## src/hw/rtl/aes_pkg.sv

```systemverilog
// ----------------------------------------------------------------------------
// AES package
// Shared types, constants and the S-box function for the AES block.
// ----------------------------------------------------------------------------
package aes_pkg;

	localparam int KS_WORDS = 60;

	typedef enum logic [2:0] {
		REG_KEY_SIZE = 3'd0,
		REG_KEY_0    = 3'd1,
		REG_KEY_1    = 3'd2,
		REG_KEY_2    = 3'd3,
		REG_KEY_3    = 3'd4
	} reg_idx_t;

	localparam logic [1:0] KSZ_128 = 2'd0;
	localparam logic [1:0] KSZ_192 = 2'd1;
	localparam logic [1:0] KSZ_256 = 2'd2;

	// status from key expansion to the round engine
	typedef struct packed {
		logic       busy;
		logic [3:0] rounds;
	} key_status_t;

	function automatic logic [7:0] xt(input logic [7:0] v);
		xt = {v[6:0], 1'b0} ^ (v[7] ? 8'h1b : 8'h00);
	endfunction

	function automatic logic [7:0] sbox(input logic [7:0] a);
		logic [7:0] t [256];
		t = '{
		8'h63,8'h7c,8'h77,8'h7b,8'hf2,8'h6b,8'h6f,8'hc5,8'h30,8'h01,8'h67,8'h2b,8'hfe,8'hd7,8'hab,8'h76,
		8'hca,8'h82,8'hc9,8'h7d,8'hfa,8'h59,8'h47,8'hf0,8'had,8'hd4,8'ha2,8'haf,8'h9c,8'ha4,8'h72,8'hc0,
		8'hb7,8'hfd,8'h93,8'h26,8'h36,8'h3f,8'hf7,8'hcc,8'h34,8'ha5,8'he5,8'hf1,8'h71,8'hd8,8'h31,8'h15,
		8'h04,8'hc7,8'h23,8'hc3,8'h18,8'h96,8'h05,8'h9a,8'h07,8'h12,8'h80,8'he2,8'heb,8'h27,8'hb2,8'h75,
		8'h09,8'h83,8'h2c,8'h1a,8'h1b,8'h6e,8'h5a,8'ha0,8'h52,8'h3b,8'hd6,8'hb3,8'h29,8'he3,8'h2f,8'h84,
		8'h53,8'hd1,8'h00,8'hed,8'h20,8'hfc,8'hb1,8'h5b,8'h6a,8'hcb,8'hbe,8'h39,8'h4a,8'h4c,8'h58,8'hcf,
		8'hd0,8'hef,8'haa,8'hfb,8'h43,8'h4d,8'h33,8'h85,8'h45,8'hf9,8'h02,8'h7f,8'h50,8'h3c,8'h9f,8'ha8,
		8'h51,8'ha3,8'h40,8'h8f,8'h92,8'h9d,8'h38,8'hf5,8'hbc,8'hb6,8'hda,8'h21,8'h10,8'hff,8'hf3,8'hd2,
		8'hcd,8'h0c,8'h13,8'hec,8'h5f,8'h97,8'h44,8'h17,8'hc4,8'ha7,8'h7e,8'h3d,8'h64,8'h5d,8'h19,8'h73,
		8'h60,8'h81,8'h4f,8'hdc,8'h22,8'h2a,8'h90,8'h88,8'h46,8'hee,8'hb8,8'h14,8'hde,8'h5e,8'h0b,8'hdb,
		8'he0,8'h32,8'h3a,8'h0a,8'h49,8'h06,8'h24,8'h5c,8'hc2,8'hd3,8'hac,8'h62,8'h91,8'h95,8'he4,8'h79,
		8'he7,8'hc8,8'h37,8'h6d,8'h8d,8'hd5,8'h4e,8'ha9,8'h6c,8'h56,8'hf4,8'hea,8'h65,8'h7a,8'hae,8'h08,
		8'hba,8'h78,8'h25,8'h2e,8'h1c,8'ha6,8'hb4,8'hc6,8'he8,8'hdd,8'h74,8'h1f,8'h4b,8'hbd,8'h8b,8'h8a,
		8'h70,8'h3e,8'hb5,8'h66,8'h48,8'h03,8'hf6,8'h0e,8'h61,8'h35,8'h57,8'hb9,8'h86,8'hc1,8'h1d,8'h9e,
		8'he1,8'hf8,8'h98,8'h11,8'h69,8'hd9,8'h8e,8'h94,8'h9b,8'h1e,8'h87,8'he9,8'hce,8'h55,8'h28,8'hdf,
		8'h8c,8'ha1,8'h89,8'h0d,8'hbf,8'he6,8'h42,8'h68,8'h41,8'h99,8'h2d,8'h0f,8'hb0,8'h54,8'hbb,8'h16};
		sbox = t[a];
	endfunction

endpackage

```

## src/hw/rtl/aes_block_encrypt.sv

```systemverilog
// ----------------------------------------------------------------------------
// AES block encrypt
// ECB forward cipher for 128/192/256-bit keys with a serial column engine.
// ----------------------------------------------------------------------------
// One 128-bit block is taken at a time. The round engine handles one column
// per cycle plus a round key fetch step per round, its pace set by the single
// column unit and the one-word round key memory port. A new request is taken
// only once the engine's last ciphertext has moved to the output register.
// A ciphertext waiting in the output register does not block the next
// request; it only holds the engine's result once that is done. Each register
// write re-expands the key into 44 to 60 round key words, one word per cycle;
// after reset the same pass runs from the all-zero key. Input is held off
// during expansion, and register writes are held off while a block is in
// the engine.
module aes_block_encrypt import aes_pkg::*; (
	input  logic         clk,
	input  logic         arst_n,
	input  logic         cfg_valid,
	output logic         cfg_ready,
	input  logic [2:0]   cfg_index,
	input  logic [63:0]  cfg_data,
	input  logic         s_tvalid,
	output logic         s_tready,
	input  logic [127:0] s_tdata,   // plain_lower, plain_upper
	output logic         m_tvalid,
	input  logic         m_tready,
	output logic [127:0] m_tdata    // cipher_lower, cipher_upper
);

	logic [1:0]   ksz_q;
	logic [255:0] key_q;
	logic         busy_q, res_q, wr, kstart, done, take, fwd;
	logic [5:0]   rk_addr;
	logic [31:0]  rk_data;
	logic [127:0] blk;
	key_status_t  kstat;

	assign cfg_ready = !busy_q;
	assign wr = cfg_valid && cfg_ready && cfg_index <= REG_KEY_3;
	assign kstart = wr;
	assign s_tready = !busy_q && !kstat.busy && !wr;
	assign take = s_tvalid && s_tready;
	// move the engine result to the output register once it is free
	assign fwd = (done || res_q) && (!m_tvalid || m_tready);

	// hold configuration
	always_ff @(posedge clk or negedge arst_n) begin
		if (!arst_n) begin
			ksz_q <= '0;
			key_q <= '0;
		end else if (wr) begin
			if (cfg_index == REG_KEY_SIZE) ksz_q <= cfg_data[1:0];
			else key_q[255 - 64*(cfg_index - 3'd1) -: 64] <= cfg_data;
		end
	end

	// track one request in the engine and the output register
	always_ff @(posedge clk or negedge arst_n) begin
		if (!arst_n) begin
			busy_q <= 1'b0;
			res_q <= 1'b0;
			m_tvalid <= 1'b0;
		end else begin
			if (take) busy_q <= 1'b1;
			else if (fwd) busy_q <= 1'b0;
			res_q <= (done || res_q) && !fwd;
			if (fwd) m_tvalid <= 1'b1;
			else if (m_tready) m_tvalid <= 1'b0;
		end
	end

	always_ff @(posedge clk) if (fwd) m_tdata <= {blk[63:0], blk[127:64]};

	aes_key_exp u_key (.clk, .arst_n, .start(kstart), .key_size_mode(ksz_q),
		.key(key_q), .rd_addr(rk_addr), .rd_data(rk_data), .status(kstat));

	aes_round u_rnd (.clk, .arst_n, .start(take),
		.block_in({s_tdata[63:0], s_tdata[127:64]}), .kstat, .rk_addr, .rk_data,
		.done, .block_out(blk));

endmodule

```

## src/hw/rtl/aes_key_exp.sv

```systemverilog
// ----------------------------------------------------------------------------
// AES key expansion
// Expands the cipher key one word per cycle into the round key memory and
// serves one round key word per cycle to the round engine.
// ----------------------------------------------------------------------------
module aes_key_exp import aes_pkg::*; (
	input  logic              clk,
	input  logic              arst_n,
	input  logic              start,
	input  logic [1:0]        key_size_mode,
	input  logic [255:0]      key,
	input  logic [5:0]        rd_addr,
	output logic [31:0]       rd_data,
	output key_status_t       status
);

	logic [31:0] mem [KS_WORDS];
	logic [31:0] win_q [8];        // last nk words, newest at index 0
	logic [5:0]  idx_q;
	logic [2:0]  mod_q;            // idx mod nk
	logic [7:0]  rcon_q;
	logic        busy_q;
	logic [3:0]  nk;
	logic [5:0]  total;
	logic [31:0] prev, t, nw, kw;

	always_comb begin
		unique case (key_size_mode)
			KSZ_192: begin nk = 4'd6; status.rounds = 4'd12; end
			KSZ_256: begin nk = 4'd8; status.rounds = 4'd14; end
			default: begin nk = 4'd4; status.rounds = 4'd10; end
		endcase
		total = {status.rounds, 2'b00} + 6'd4;
		status.busy = busy_q;
		prev = win_q[0];
		t = prev;
		if (mod_q == 3'd0)
			t = {sbox(prev[23:16]), sbox(prev[15:8]), sbox(prev[7:0]), sbox(prev[31:24])}
				^ {rcon_q, 24'd0};
		else if (nk == 4'd8 && mod_q == 3'd4)
			t = {sbox(prev[31:24]), sbox(prev[23:16]), sbox(prev[15:8]), sbox(prev[7:0])};
		nw = win_q[nk[2:0] - 3'd1] ^ t;
		kw = key[255 - 32*idx_q[2:0] -: 32];
	end

	// step the schedule one word per cycle
	always_ff @(posedge clk or negedge arst_n) begin
		if (!arst_n) begin
			busy_q <= 1'b1;
			idx_q  <= '0;
			mod_q  <= '0;
			rcon_q <= 8'h01;
		end else if (start) begin
			busy_q <= 1'b1;
			idx_q  <= '0;
			mod_q  <= '0;
			rcon_q <= 8'h01;
		end else if (busy_q) begin
			idx_q <= idx_q + 6'd1;
			mod_q <= (mod_q == nk[2:0] - 3'd1) ? 3'd0 : mod_q + 3'd1;
			if (idx_q >= {2'b00, nk} && mod_q == 3'd0) rcon_q <= xt(rcon_q);
			if (idx_q == total - 6'd1) busy_q <= 1'b0;
		end
	end

	// write memory and shift the word window
	always_ff @(posedge clk) begin
		if (busy_q && !start) begin
			if (idx_q < {2'b00, nk}) begin
				mem[idx_q] <= kw;
				win_q[0] <= kw;
			end else begin
				mem[idx_q] <= nw;
				win_q[0] <= nw;
			end
			for (int j = 1; j < 8; j++) win_q[j] <= win_q[j-1];
		end
		rd_data <= mem[rd_addr];
	end

endmodule

```

## src/hw/rtl/aes_round.sv

```systemverilog
// ----------------------------------------------------------------------------
// AES round engine
// Runs one column of one round per cycle: after the initial key addition, each
// column gets ShiftRows, SubBytes, MixColumns (not last round) and AddRoundKey.
// ----------------------------------------------------------------------------
module aes_round import aes_pkg::*; (
	input  logic              clk,
	input  logic              arst_n,
	input  logic              start,
	input  logic [127:0]      block_in,
	input  key_status_t       kstat,
	output logic [5:0]        rk_addr,
	input  logic [31:0]       rk_data,
	output logic              done,
	output logic [127:0]      block_out
);

	typedef enum logic [2:0] {
		ST_IDLE = 3'b001,
		ST_ARK  = 3'b010,
		ST_RND  = 3'b100
	} state_t;

	state_t      st_q;
	logic [127:0] s_q;          // current state, column 0 in top bits
	logic [127:0] n_q;          // next state columns being built
	logic [3:0]  rnd_q;
	logic [2:0]  col_q;         // 0..3 compute, 1..4 add key; 0 leads the key fetch
	logic [31:0] colv, subc, mixc;
	logic [7:0]  a0, a1, a2, a3;
	logic [31:0]  mixc_q;
	logic [127:0] n_next;

	// round key address runs ahead of the column by the registered memory read
	assign rk_addr = {rnd_q, col_q[1:0]};

	always_comb begin
		// gather the shifted column c: byte r from column (c+r)&3
		for (int r = 0; r < 4; r++)
			colv[31-8*r -: 8] = s_q[127 - 32*((col_q[1:0] + r) & 3) - 8*r -: 8];
		for (int r = 0; r < 4; r++)
			subc[31-8*r -: 8] = sbox(colv[31-8*r -: 8]);
		a0 = subc[31:24]; a1 = subc[23:16]; a2 = subc[15:8]; a3 = subc[7:0];
		mixc = {xt(a0) ^ xt(a1) ^ a1 ^ a2 ^ a3,
			a0 ^ xt(a1) ^ xt(a2) ^ a2 ^ a3,
			a0 ^ a1 ^ xt(a2) ^ xt(a3) ^ a3,
			xt(a0) ^ a0 ^ a1 ^ a2 ^ xt(a3)};
		if (rnd_q == kstat.rounds) mixc = subc;
	end

	// sequence rounds and columns
	always_ff @(posedge clk or negedge arst_n) begin
		if (!arst_n) begin
			st_q  <= ST_IDLE;
			rnd_q <= '0;
			col_q <= '0;
			done  <= 1'b0;
		end else begin
			done <= 1'b0;
			unique case (st_q)
				ST_IDLE: if (start) begin
					st_q  <= ST_ARK;
					rnd_q <= '0;
					col_q <= 3'd0;
				end
				ST_ARK: begin
					// initial key addition, words 0..3 one per cycle
					col_q <= col_q + 3'd1;
					if (col_q == 3'd4) begin
						st_q <= ST_RND;
						rnd_q <= 4'd1;
						col_q <= 3'd0;
					end
				end
				ST_RND: begin
					col_q <= col_q + 3'd1;
					if (col_q == 3'd4) begin
						col_q <= 3'd0;
						if (rnd_q == kstat.rounds) begin
							st_q <= ST_IDLE;
							done <= 1'b1;
						end else rnd_q <= rnd_q + 4'd1;
					end
				end
				default: st_q <= ST_IDLE;
			endcase
		end
	end

	// column datapath; rk_data belongs to the column of the previous cycle
	always_ff @(posedge clk) begin
		if (st_q == ST_IDLE && start) s_q <= block_in;
		else if (st_q != ST_IDLE && col_q != 3'd0) begin
			if (st_q == ST_ARK)
				n_q <= {n_q[95:0], s_q[127 - 32*(col_q - 3'd1) -: 32] ^ rk_data};
			else
				n_q <= {n_q[95:0], mixc_q ^ rk_data};
		end
		mixc_q <= mixc;
		if (st_q != ST_IDLE && col_q == 3'd4) s_q <= n_next;
	end

	always_comb begin
		if (st_q == ST_ARK) n_next = {n_q[95:0], s_q[31:0] ^ rk_data};
		else n_next = {n_q[95:0], mixc_q ^ rk_data};
	end

	assign block_out = s_q;

	ap_done_idle: assert property (@(posedge clk) disable iff (!arst_n)
		done |-> st_q == ST_IDLE) else $error("done outside idle");
	ap_col_range: assert property (@(posedge clk) disable iff (!arst_n)
		col_q <= 3'd4) else $error("column counter out of range");
	ap_rnd_range: assert property (@(posedge clk) disable iff (!arst_n)
		st_q == ST_RND |-> rnd_q >= 4'd1 && rnd_q <= kstat.rounds)
		else $error("round out of range");

endmodule

```

## config.mk

```make
export PLATFORM = sky130hd
export DESIGN_NAME = aes_block_encrypt
export DESIGN_NICKNAME = d
export VERILOG_FILES = /design/src/hw/rtl/aes_pkg.sv /design/src/hw/rtl/aes_block_encrypt.sv /design/src/hw/rtl/aes_key_exp.sv /design/src/hw/rtl/aes_round.sv
export SDC_FILE = /design/constraint.sdc
export NUM_CORES = 2
export LEC_CHECK = 0
export BUFFER_PORTS_ARGS = -buffer_cell sky130_fd_sc_hd__buf_2
export CAP_MARGIN = 20
export CORE_MARGIN = 2
export CORE_UTILIZATION = 28
export DETAILED_ROUTE_END_ITERATION = 7
export GPL_TIMING_DRIVEN = 0
export MAX_ROUTING_LAYER = met4
export REMOVE_ABC_BUFFERS = 1
export SYNTH_ARGS = -nofsm -noshare
export SYNTH_HDL_FRONTEND = slang
export SYNTH_SLANG_ARGS = --single-unit
```

## constraint.sdc

```tcl
create_clock -name clk -period 18.1 [get_ports clk]
set_input_delay 2.715 -clock clk [delete_from_list [all_inputs] [get_ports clk]]
set_output_delay 2.715 -clock clk [all_outputs]
set_load 0.005 [all_outputs]
```

# Yosys cells after proc, flatten, opt, wreduce, memory -nomap -nowiden
# Memory sizes are Yosys's and may differ from the RTL's. A register that Yosys moved wholly into a read port is not among the register bits.
# Index checks and enable logic that the tools add are counted.
# word_totals
romBits	16384
n_memories	10
register_bits	674
wordCells	234
mem_bits_rw	2176
output_inout_bits	131
in_bits	200
# memory_table
name	depth	word_bits	rd	rd_ports_with_merged_regs	wr	line_no	source
(no name shown)	256	8	1	0	0	aes_pkg.sv:50	sbox = t[a];
(no name shown)	256	8	1	0	0	aes_pkg.sv:50	
(no name shown)	256	8	1	0	0	aes_pkg.sv:50	
(no name shown)	256	8	1	0	0	aes_pkg.sv:50	
(no name shown)	256	8	1	0	0	aes_pkg.sv:50	
(no name shown)	256	8	1	0	0	aes_pkg.sv:50	
+4 memories	n/a	n/a	n/a	n/a	n/a	n/a	
# classes
n_eq_ne	17
add_sub_neg	23
reduce_logical	38
order_cmp	11
shift	8
n_mux	72
n_bitwise	38
# ops
operator	n
variable part select 135 x 33 -> 8 bit	4
variable shift 64 x 34 -> 319 bit (first input constant)	1
variable part select 64 x 34 -> 319 bit	1
variable part select 287 x 33 -> 32 bit	1
bitwise mux 256 bit	1
two-way mux 128 bit	2
two-way mux 32 bit	7
XOR 8 bit	21
XOR 32 bit	5
variable part select 159 x 33 -> 32 bit	1
two-way mux 8 bit	19
>= comparator 9 bit (second input constant)	8
NOT 8 -> 9 bit	8
subtractor 32 x 5 -> 32 bit (second input constant)	2
negation 32 -> 34 bit	1
subtractor 32 x 4 -> 32 bit (second input constant)	1
subtractor 7 x 32 -> 32 bit (first input constant)	1
subtractor 7 x 7 -> 8 bit (first input constant)	4
two-way mux 3 bit	9
two-way mux 5 bit	5
two-way mux 1 bit	18
two-way mux 4 bit	4
logical AND 1 bit	13
two-way mux 6 bit	2
41 further kinds	68

# Logic depth before layout (Yosys ltp)
# depth
depth_word	15
ltp_mapped	28
mapped_depth_nobuf	16

# Modules after synthesis
# From an unflattened synthesis, not the netlist that was laid out.
# hier_totals
cells_unflattened	9773
hier_area_um2	141214.2
# by_module_without_submodules
mod	area_each_um2	seq_area_each_um2	instances	cells_each
aes_key_exp	98992.4	66436.2	1	5737
aes_round	27073.5	7643.6	1	3099
aes_block_encrypt	15148.3	10375.0	1	937

# Worst setup path after synthesis
# OpenSTA, ideal clock, no wires.
# synth_path
path_type	input to register
start	in cfg_index[0]
end	mem u_key.mem[40][0], enable pin
t_arrival_ns	15.564
slack_ns	2.034
required_ns	17.599
cell_stages	10
setup_time_ns	0.501
n_path_buf	1
path_cell_list	inv_1 ha_1 inv_1 ha_1 nor2_1 nand2_1 and2_1 clkbuf_1 nand4b_1 nor4_1
# synth_via
elab_chain_len	7
word_cells_on_any_way	9
cone_classes	order compare: 1; mux: 4; bitwise: 1; reduce/logical: 3
# synth_rtl
element	line_no	source
start: declaration	aes_block_encrypt.sv:20	input logic [2:0] cfg_index,
less-or-equal comparator 3 bit (*)	aes_block_encrypt.sv:39	assign wr = cfg_valid && cfg_ready && cfg_index <= REG_KEY_3;
logical AND 1 bit (*)	aes_block_encrypt.sv:39	
zero test 1 bit (*)	aes_key_exp.sv:68	if (busy_q && !start) begin
logical AND 1 bit (*)	aes_key_exp.sv:68	
two-way mux 1 bit	aes_key_exp.sv:68	
two-way mux 1 bit (on tied branches)	aes_key_exp.sv:70, aes_key_exp.sv:73	
OR 1 bit (no line) (*)	n/a	
end: declaration	aes_key_exp.sv:17	logic [31:0] mem [KS_WORDS];
# Mark *: on every way between the ends. The rest lies on a longest branch, timed or not.

# Final worst setup path
# layout_path
start	reg u_rnd.col_q[0]
end	reg u_rnd.mixc_q[25]
# layout_via
elab_chain_len	15
word_cells_on_any_way	39
cone_classes	add/sub: 10; shift: 4; mux: 11; bitwise: 10; memory: 4
# layout_rtl
element	line_no	source
start: declaration	aes_round.sv:28	logic [2:0] col_q;
start signal: assignment	aes_round.sv:68	col_q <= col_q + 3'd1;
start signal: assignment	aes_round.sv:76	col_q <= col_q + 3'd1;
adder 2 x 1 -> 2 bit	aes_round.sv:40	colv[31-8*r -: 8] = s_q[127 - 32*((col_q[1:0] + r) & 3) - 8*r -: 8];
subtractor 7 x 7 -> 8 bit	aes_round.sv:40	
subtractor 32 x 4 -> 32 bit	aes_round.sv:40	
variable part select 135 x 33 -> 8 bit	aes_round.sv:40	
NOT 8 -> 9 bit (not written as such)	aes_pkg.sv:50	
memory read (256 x 8 bit)	n/a	
two-way mux 8 bit (not written as such) (2 in a row)	aes_pkg.sv:50	
two-way mux 5 bit	aes_pkg.sv:28	xt = {v[6:0], 1'b0} ^ (v[7] ? 8'h1b : 8'h00);
XOR 8 bit	aes_pkg.sv:28	
XOR 8 bit (4 in a row)	aes_round.sv:44	mixc = {xt(a0) ^ xt(a1) ^ a1 ^ a2 ^ a3,
two-way mux 32 bit (*)	aes_round.sv:48	if (rnd_q == kstat.rounds) mixc = subc;
via u_rnd.mixc[25]	aes_round.sv:29	logic [31:0] colv, subc, mixc;
end signal: assignment	aes_round.sv:99	mixc_q <= mixc;
end: declaration	aes_round.sv:31	logic [31:0] mixc_q;
# Mark *: on every way through the listed nets, which the timed path passes. The rest lies on a longest branch. The select of a mux whose other input is x is not followed.
# A chain may end at the register's enable or synchronous reset.

==> impl_metrics.ini <==
[placement]
dp_cells = 16200
port_buffers = 330
dpl-instance-area_um2 = 153000
hpwl_um = 303000
place.gp.congestion = 0.989

[synth]
ys_seq_area_frac = 0.608
yosysWarnings = 0
avgSynthCellArea_um2 = 14.1
synth_cell_types = 115
postSynthCellCount = 9867
synth_ff_type = edfxtp_1
synth_edf_count = 2528
ys_seq_elements = 2882
syn_area_um2 = 139000
async_reset_ff_frac = 0.101

[sta]
fin_crit_sh = 0.562
finalHoldViolCount = 0
slew_violations = 0
fmax_mhz = 98.3
rsz0062_at_grt = no
whs_ns = 0.365
finalSetupViolations = 0
tightest_slew_ns = 1.22
setup-tns-final_ns = 0
max_slew_margin = 0.187
min_period_ns = 10.18
fin_worst_skew_ns = 0.126

[floorplanning]
die_y_um = 708
core_area_um2 = 494000
row_count = 258
pin_count = 331
dieArea_um2 = 502000
fp.dieW_um = 708
start_util = 0.281

[setup_path]
worst_path_most_repeated_cell = buf_16
r2r-start = u_rnd.col_q[0]$_DFFE_PN0P_
end_kind = flip-flop
worstSetupPathType = reg -> reg
critPathMaxFanout = 45
cp_slowest_cell = ha_1
required_ns = 18.82
cp_slowest_stage_delay_ns = 1.17
startpoint = u_rnd.col_q[0]$_DFFE_PN0P_
worstSetupStartpointType = flip-flop
crit_chain = buf_16 > buf_16 > buf_16 > buf_16 > inv_2 > buf_12 > ha_4 > buf_16 > mux4_2 > inv_1 > ha_1 > nand2_1 > a21oi_1 > nor3_1 > o311ai_0 > o311a_1 > xnor3_1 > xnor2_1 > o21ai_0
rr_worst_depth = 19
arrival_ns = 10.90

[clock_network]
h-tree-depth = 5
clk_latency_ns = 0.99
cts_sinks = 2882
cts_tree = built
cts_repair_resize_count = 0
post-cts-setup-buffers = 0
clkTransAtPathRegs_ns = 0.06
cts-root-buf = clkbuf_16
cts_buffers = 296
cts_hold_buf = 0
clk_path_buf_depth = 4

[global_routing]
grt_pass1_vias = 90000
grt_pass1_wl_um = 652000
met3_usage = 0.0270
gr-usage-met1 = 0.235
antenna_found_initial = 33
globalRouteMet2Util = 0.280
grt_max_degree = 101
overflow = 0
grt.total_usage = 0.178
top_usage_layer = met2

[final_layout]
drive_gt1_frac = 0.230
fin_area_um2 = 163000
nets = 10300
area_growth_pct = 17.2
final_cells = 16700
fill_cells = 47600

[route]
first_pass_iters = 8
viasPerCell = 5.59
wire_per_inst_um = 27.0
drt-initial-drc-count = 13100
drt-total-wl_um = 452000
num_vias = 93700
route.antenna.remaining_nets = 0
drc = 0

[hold_path]
holdPathStages = 0
min_from = u_key.win_q[5][31]$_DFFE_PP_
hold_path.class = reg -> reg

[power]
leakagePower_nw = 54.0
irDropWorstVdd_v = 0.000108
total_power_w = 0.0229
p_per_area_nw_per_um2 = 140

[status]
status = complete, no violations

[run]
maxCapViolCount = 0
## sequential cells by signal, summed over array words and instances, names as in the netlist, 2 cells and up
name             cells
m_tdata            128
u_rnd.col_q          3
u_key.mod_q          3
key_q              256
u_rnd.st_q           3
u_key.rd_data       32
u_rnd.n_q           96
u_key.idx_q          6
u_rnd.mixc_q        32
ksz_q                2
u_rnd.block_out    128
u_key.mem         1920
u_key.win_q        256
u_rnd.rnd_q          4
u_key.rcon_q         8
## cells in the final DEF (no fill, tap or decap), types with 45 or more instances in the layout
cell / n
nor2b_1: 63
mux4_2: 743
clkbuf_1: 63
o22ai_1: 83
nor3_1: 144
mux2_2: 258
a311oi_1: 61
o21ai_0: 559
o211ai_1: 127
dfxtp_1: 64
nand3_1: 208
xnor2_1: 158
nand2b_1: 85
clkinv_1: 51
inv_1: 70
a221oi_1: 64
clkbuf_16: 297
nor2_1: 476
o311ai_0: 51
a31oi_1: 130
a22oi_1: 171
buf_16: 125
mux2i_1: 178
or2_2: 45
a211oi_1: 107
a21oi_1: 493
ha_1: 122
nor2_4: 58
o31ai_1: 51
nand4_1: 53
buf_12: 127
buf_2: 330
xor2_1: 82
dfrtp_1: 281
edfxtp_1: 2528
o221ai_1: 47
nand2_1: 833
## worst max-delay path: cells and delay by family, from the launching register on
kind / cells / cell delay (ns)
buffers and inverters: 8 / 2.44
AO/OA/AOI/OAI: 4 / 1.75
adder cells (fa/ha/maj): 2 / 1.72
XOR/XNOR: 2 / 1.02
flip-flops: 1 / 0.97
multiplexers: 1 / 0.93
AND/OR/NAND/NOR: 2 / 0.70
## area by class of cell
| cell class | count | area [um2] | share of cell area |
|---|---|---|---|
| Multi-Input combinational cell | 6047 | 51600 | 0.317 |
| Clock buffer | 377 | 7900 | 0.0485 |
| Antenna cell | 24 | 60.1 | 0.000369 |
| Clock inverter | 156 | 1770 | 0.0108 |
| Timing Repair Buffer | 669 | 8550 | 0.0525 |
| Tap cell | 6500 | 8130 | 0.0500 |
| Inverter | 88 | 340 | 0.00209 |
| Sequential cell | 2882 | 84500 | 0.519 |
## power by group
group	switching [W]	internal, W	leakage (nW)	total (W)
Clock	0.00269	0.00344	4.70	0.00613
Combinational	0.00493	0.00240	21.7	0.00733
Sequential	0.000424	0.00898	27.6	0.00941
## metal layers
metal,part of all wire,vias to the layer above,wire length [um]
li1,-,39400,-
met1,0.41,48300,184000
met2,0.47,5112,214000
met3,0.081,921,36400
met4,0.040,0,18000
met5,0,-,0
## kinds of logic after synthesis
kind of cell | Yosys count | share of synthesized area
flip-flops | 2882 | 0.608
AO/OA/AOI/OAI | 2315 | 0.110
AND/OR/NAND/NOR | 2167 | 0.0706
multiplexers | 1191 | 0.155
buffers and inverters | 938 | 0.0288
XOR/XNOR | 249 | 0.0164
adder cells (fa/ha/maj) | 125 | 0.0113
## final timing paths
path                                                endpoint  slack, ns
worst min-delay path            u_key.win_q[6][31]$_DFFE_PP_       0.36
worst max register to register      u_rnd.mixc_q[25]$_DFF_P_       7.92
min in group asynchronous             key_q[203]$_DFFE_PN0P_       1.65
max in group asynchronous         u_rnd.rnd_q[2]$_DFFE_PN0P_      15.00
worst min register to register  u_key.win_q[6][31]$_DFFE_PP_       0.36
worst max-delay path                u_rnd.mixc_q[25]$_DFF_P_       7.92
## cell usage after synthesis (all sizes together) (24+ instances only)
library cell	number	area share
a211o	26	0.0016
a211oi	109	0.0060
a21o	32	0.0017
a21oi	524	0.019
a221oi	68	0.0045
a22oi	171	0.0092
a311oi	63	0.0041
a31oi	132	0.0060
a32oi	25	0.0017
and2	45	0.0020
and3	33	0.0015
buf	287	0.011
clkbuf	562	0.015
dfrtp	287	0.052
dfxtp	64	0.0092
edfxtp	2528	0.55
ha	125	0.011
inv	80	0.0022
mux2	259	0.021
mux2i	185	0.013
mux4	747	0.12
nand2	836	0.023
nand2b	86	0.0039
nand3	210	0.0076
nand4	53	0.0024
nor2	536	0.015
nor2b	65	0.0029
nor3	151	0.0055
nor4	24	0.0013
o2111ai	29	0.0018
o211ai	127	0.0069
o21ai	572	0.021
o221ai	47	0.0030
o22ai	83	0.0037
o311ai	56	0.0037
o31ai	52	0.0028
or2	53	0.0024
or3	28	0.0013
xnor2	160	0.010
xor2	86	0.0057
## through the flow
stage	setup slack (ns)	util
after floorplan	-24.17	-
after global placement	-73.42	0.294
after detailed placement	8.12	0.310
after CTS	8.16	0.329
after global routing	7.78	0.330
final	7.92	0.330
No activity file was read; power rests on OpenSTA's default activity.
